==> config.mk <==
export PLATFORM = sky130hd
export DESIGN_NAME = bfba_out_stage
export DESIGN_NICKNAME = d
export VERILOG_FILES = /design/src/bfba_pkg.sv /design/src/bfba_out_stage.sv
export SDC_FILE = /design/constraint.sdc
export NUM_CORES = 1
export LEC_CHECK = 0
export ABC_CLOCK_PERIOD_IN_PS = 3700
export BUFFER_PORTS_ARGS = -buffer_cell sky130_fd_sc_hd__buf_2
export CAP_MARGIN = 20
export CORE_ASPECT_RATIO = 1.2
export CORE_UTILIZATION = 43
export DETAILED_ROUTE_END_ITERATION = 10
export GPL_TIMING_DRIVEN = 0
export HOLD_SLACK_MARGIN = 0.06
export PLACE_DENSITY = 0.88
export SLEW_MARGIN = 5
export SYNTH_ARGS = -nofsm -noshare
export SYNTH_HDL_FRONTEND = slang
export SYNTH_SLANG_ARGS = --single-unit
==> constraint.sdc <==
create_clock -name i_clk -period 3.7 [get_ports i_clk]
set_clock_uncertainty 0.05 [all_clocks]
set_input_delay 0.185 -clock i_clk [delete_from_list [all_inputs] [get_ports i_clk]]
set_output_delay 0.185 -clock i_clk [all_outputs]
set_load 0.005 [all_outputs]
==> src/bfba_pkg.sv <==
// ----------------------------------------------------------------------------
// bfba_pkg
// Types and fixed constants of the best-fit block allocator.
// ----------------------------------------------------------------------------
`default_nettype none

package bfba_pkg;

    localparam int GRANULE_BYTES = 16;
    localparam int GRAN_LOG      = $clog2(GRANULE_BYTES);
    localparam int HEADER_BYTES  = 8;

    localparam int WORD_W = 32;
    localparam int SIZE_W = WORD_W - GRAN_LOG;      // granule count held in a header
    localparam int REQ_W  = 16;
    localparam int TOT_W  = REQ_W + 1 - GRAN_LOG;   // rounded request in granules

    localparam int BUSY_POS = 0;
    localparam int PREV_POS = 1;
    localparam logic [WORD_W-1:0] BUSY_MASK = WORD_W'(1) << BUSY_POS;
    localparam logic [WORD_W-1:0] PREV_MASK = WORD_W'(1) << PREV_POS;
    localparam logic [WORD_W-1:0] END_MARK  = BUSY_MASK;

    typedef logic [1:0] t_kind;
    localparam t_kind KIND_WRITE = 2'd0;
    localparam t_kind KIND_READ  = 2'd1;
    localparam t_kind KIND_ALLOC = 2'd2;

    typedef logic [1:0] t_status;
    localparam t_status ST_OK    = 2'd0;
    localparam t_status ST_ZERO  = 2'd1;
    localparam t_status ST_NOFIT = 2'd2;

    typedef struct packed {
        t_kind             kind;
        logic [11:0]       granule_index;
        logic [WORD_W-1:0] header_value;
        logic [REQ_W-1:0]  request_bytes;
    } t_in_item;

    typedef struct packed {
        t_status           status;
        logic [15:0]       payload_offset;
        logic [WORD_W-1:0] read_value;
    } t_out_item;

endpackage

`default_nettype wire

==> src/bfba_out_stage.sv <==
// ----------------------------------------------------------------------------
// bfba_out_stage
// Result register between the engine and the output channel.
// ----------------------------------------------------------------------------
`default_nettype none

module bfba_out_stage
    import bfba_pkg::*;
(
    input  wire logic      i_clk,
    input  wire logic      i_rst_n,
    input  wire logic      i_push,
    input  wire t_out_item i_item,
    output logic           o_room,
    output logic           o_out_valid,
    input  wire logic      i_out_stall,
    output t_out_item      o_out
);

    logic      r_valid;
    t_out_item r_item;

    // free, or the held word leaves this cycle
    assign o_room = !r_valid || !i_out_stall;

    always_ff @(posedge i_clk) begin
        if (!i_rst_n) begin
            r_valid <= 1'b0;
        end else if (o_room) begin
            r_valid <= i_push;
        end
    end

    always_ff @(posedge i_clk) begin
        if (i_push && o_room) begin
            r_item <= i_item;
        end
    end

    assign o_out_valid = r_valid;
    assign o_out       = r_item;

endmodule

`default_nettype wire

==> qor.tcl <==
set qor(required_time_of_the_critical_path_ns) 3.66
set qor(post-place-ws_ns) 2.17
set qor(final_cell_mix) {sky130_fd_sc_hd__buf_2, sky130_fd_sc_hd__dlygate4sd3_1, sky130_fd_sc_hd__edfxtp_1}
set qor(fraction_of_layout_instances_using_a_drive_strength_above_1_pct) 52.3
set qor(failing_checks) {design-rule violations}
set qor(initial_antenna_violation_count) 0
set qor(final_cell_area_um2) 2780
set qor(drv_cap) 0
set qor(slew_headroom_pct) 61.2
set qor(postLayoutSetupSlackWorst_ns) 2.11
set qor(core-area_um2) 3400
set qor(fin_hold_ws_ns) 0.121
set qor(tritoncts) {built}
set qor(chipWidth_um) 56.7
set qor(final.min_clock_period_ns) 1.59
set qor(placedCellCount) 198
set qor(comb_power_share_pct) 10.7
set qor(design.die.area_um2) 3830
set qor(top_level_ports) 106
set qor(power.density_cell_area_nw_per_um2) 438
set qor(worst_ep_arrival_time_ns) 1.55
set qor(p_switching_mw) 0.240
set qor(mapped_nets) 109
set qor(share_of_the_cycle_needed_by_the_critical_path_after_routing_pct) 43.0
set qor(gpl.final_weighted_congestion) 0.739
set qor(wl_per_cell_um) 17.0
set qor(final_max_slew_viol_count) 0
set qor(finalSetupViolations) 0
set qor(first_global_vias) 1249
set qor(clkSlewWorstSetupHoldPaths_ns) 0.09
set qor(crit_fanout) 27
set qor(globalRouteOverflowTotal) 0
set qor(cts.htree.levels) 2
set qor(tightest_slew_ns) 0.583
set qor(antenna_viol_nets_final) 0
set qor(grt_setup_unrepaired) {no}
set qor(insertedDiodeCount) 0
set qor(netlist_area_um2) 1540
set qor(clkPwrFrac_pct) 33.1
set qor(ys_types) 6
set qor(crit_path_end_kind) {flop}
set qor(cts_root_buf) {sky130_fd_sc_hd__clkbuf_8}
set qor(final.fill_count) 177
set qor(firstDrtPassIters) 7
set qor(worstReg2RegEnd) {o_out[27]}
set qor(worst_hold_path_type) {input port to flop}
set qor(hold_violations) 0
set qor(chipHeight_um) 67.6
set qor(r2r_cells) 3
set qor(total_leakage_power_nw) 1.20
set qor(power_switching_share_pct) 19.7
set qor(run_status) {finished, violations left}
set qor(placement.io_buffers) 105
set qor(mostFrequentLayoutCell) {sky130_fd_sc_hd__buf_2}
set qor(fmax_mhz) 628
set qor(post-route-drc-count) 14
set qor(final_nets) 273
set qor(floorplan.initialDensity_pct) 45.4
set qor(r2r_setup_slack_ns) 2.11
set qor(worstSetupEndpoint) {o_out[27]}
set qor(drt-vias-per-instance) 4.58
set qor(final_cell_count_no_fill) 257
set qor(grt_max_degree) 28
set qor(yosysSeqAreaShare_pct) 98.6
set qor(ir_worst_vdd_v) 0.000336
set qor(final_layout_setup_total_negative_slack_ns) 0
set qor(globalRouteTotalUtil_pct) 23.7
set qor(areaGrowthSynthToFinish_pct) 79.9
set qor(tritoncts_num_sinks) 51
set qor(insertion_delay_ns) 0.30
set qor(place_area_um2) 2140
set qor(synth_cells) 55
set qor(num_vias) 1177
set qor(r2r_start) {o_out_valid}
set qor(grt_pass1_wl_um) 6200
set qor(post_synth.cell_area_avg_um2) 28.0
set qor(detailedRoute.firstIterationViolations) 36
set qor(tritoncts.num_buffers) 5
set qor(internal_power_mw) 0.976
set qor(worst-setup-path-type) {flop to flop}
set qor(drt_wl_total_um) 4370
set qor(rows) 23
set qor(ctsLongestPathBuffers) 2
set qor(post_cts_buffers) 0
set qor(worst_setup_path_start_kind) {flop}
set qor(ys_ff_latch) 51
set qor(ys_warn_count) 0
set qor(post_cts_resize_count) 0
set qor(setup.worst_path.start) {o_out_valid}
set qor(power.sequential.fraction_pct) 56.1
## flip-flops by register name, indices dropped and copies added, names as in the netlist
name,count
o_out_valid,1
o_out,50
## timing repair
action	4_1_cts	5_1_grt
setup endpoints to repair	0	0
hold buffers	51	0
endpoints found under the hold margin	51	0
## worst max-delay path: stages (launching register included)
cell and delay (ns):
sky130_fd_sc_hd__dfxtp_1 0.34, sky130_fd_sc_hd__nand2_1 0.11, sky130_fd_sc_hd__and2_2 0.54, sky130_fd_sc_hd__buf_16 0.25
## cells in the mapped netlist (all sizes together)
| master | count | area, um^2 |
|---|---|---|
| and2 | 1 | 6.26 |
| a21oi | 1 | 5.00 |
| nand2 | 1 | 3.75 |
| edfxtp | 50 | 1500 |
| dfxtp | 1 | 20.0 |
| nor2b | 1 | 6.26 |
## logic make-up (layout without fill, tap and decap cells)
logic type / count (synthesis) / in the layout / synth area share (%)
AOI/OAI and AO/OA: 1 / 1 / 0.324
buffers and inverters: 0 / 165 / 0
DFF: 51 / 51 / 98.6
and+or+nand+nor: 3 / 3 / 1.05
## per-layer routing
layer	GRT usage, %	wire length (um)
met5	0	0
met4	12.5	163
met3	8.24	395
met2	43.6	2280
met1	23.6	1520
## cell type report
type / instances / area [um^2] / area share [%]
clock buffer: 6 / 82.6 / 2.98
clock inverter: 2 / 38.8 / 1.40
multi-input combinational: 4 / 22.5 / 0.812
sequential: 51 / 1520 / 54.8
tap: 37 / 46.3 / 1.67
timing repair buffer: 157 / 1060 / 38.3
## power by group through the flow
| stage | Combinational, mW | Sequential [mW] | Clock [mW] |
|---|---|---|---|
| floorplan | 0.0111 | 0.702 | 0 |
| global placement | 0.0754 | 0.695 | 0 |
| detailed placement | 0.0844 | 0.695 | 0 |
| CTS | 0.126 | 0.682 | 0.404 |
| global route | 0.139 | 0.685 | 0.430 |
| finish | 0.131 | 0.682 | 0.403 |
## worst min path at each step
stage	startpoint	endpoint	slack, ns	cells past startpoint
global route	i_push	o_out_valid	0.14	3
global placement	i_item[30]	o_out[30]	0.31	1
finish	i_push	o_out_valid	0.12	3
detailed placement	i_item[24]	o_out[24]	0.31	1
CTS	i_push	o_out_valid	0.07	3
floorplan	i_item[0]	o_out[0]	0.23	0
## metrics by stage
stage                     power, mW  utilization [%]
after floorplan               0.713                -
after global placement        0.770             62.3
after detailed placement      0.779             63.1
after CTS                      1.21             81.7
after global routing           1.25             81.7
final                          1.22             81.7
No activity file was read; power rests on OpenSTA's default activity.
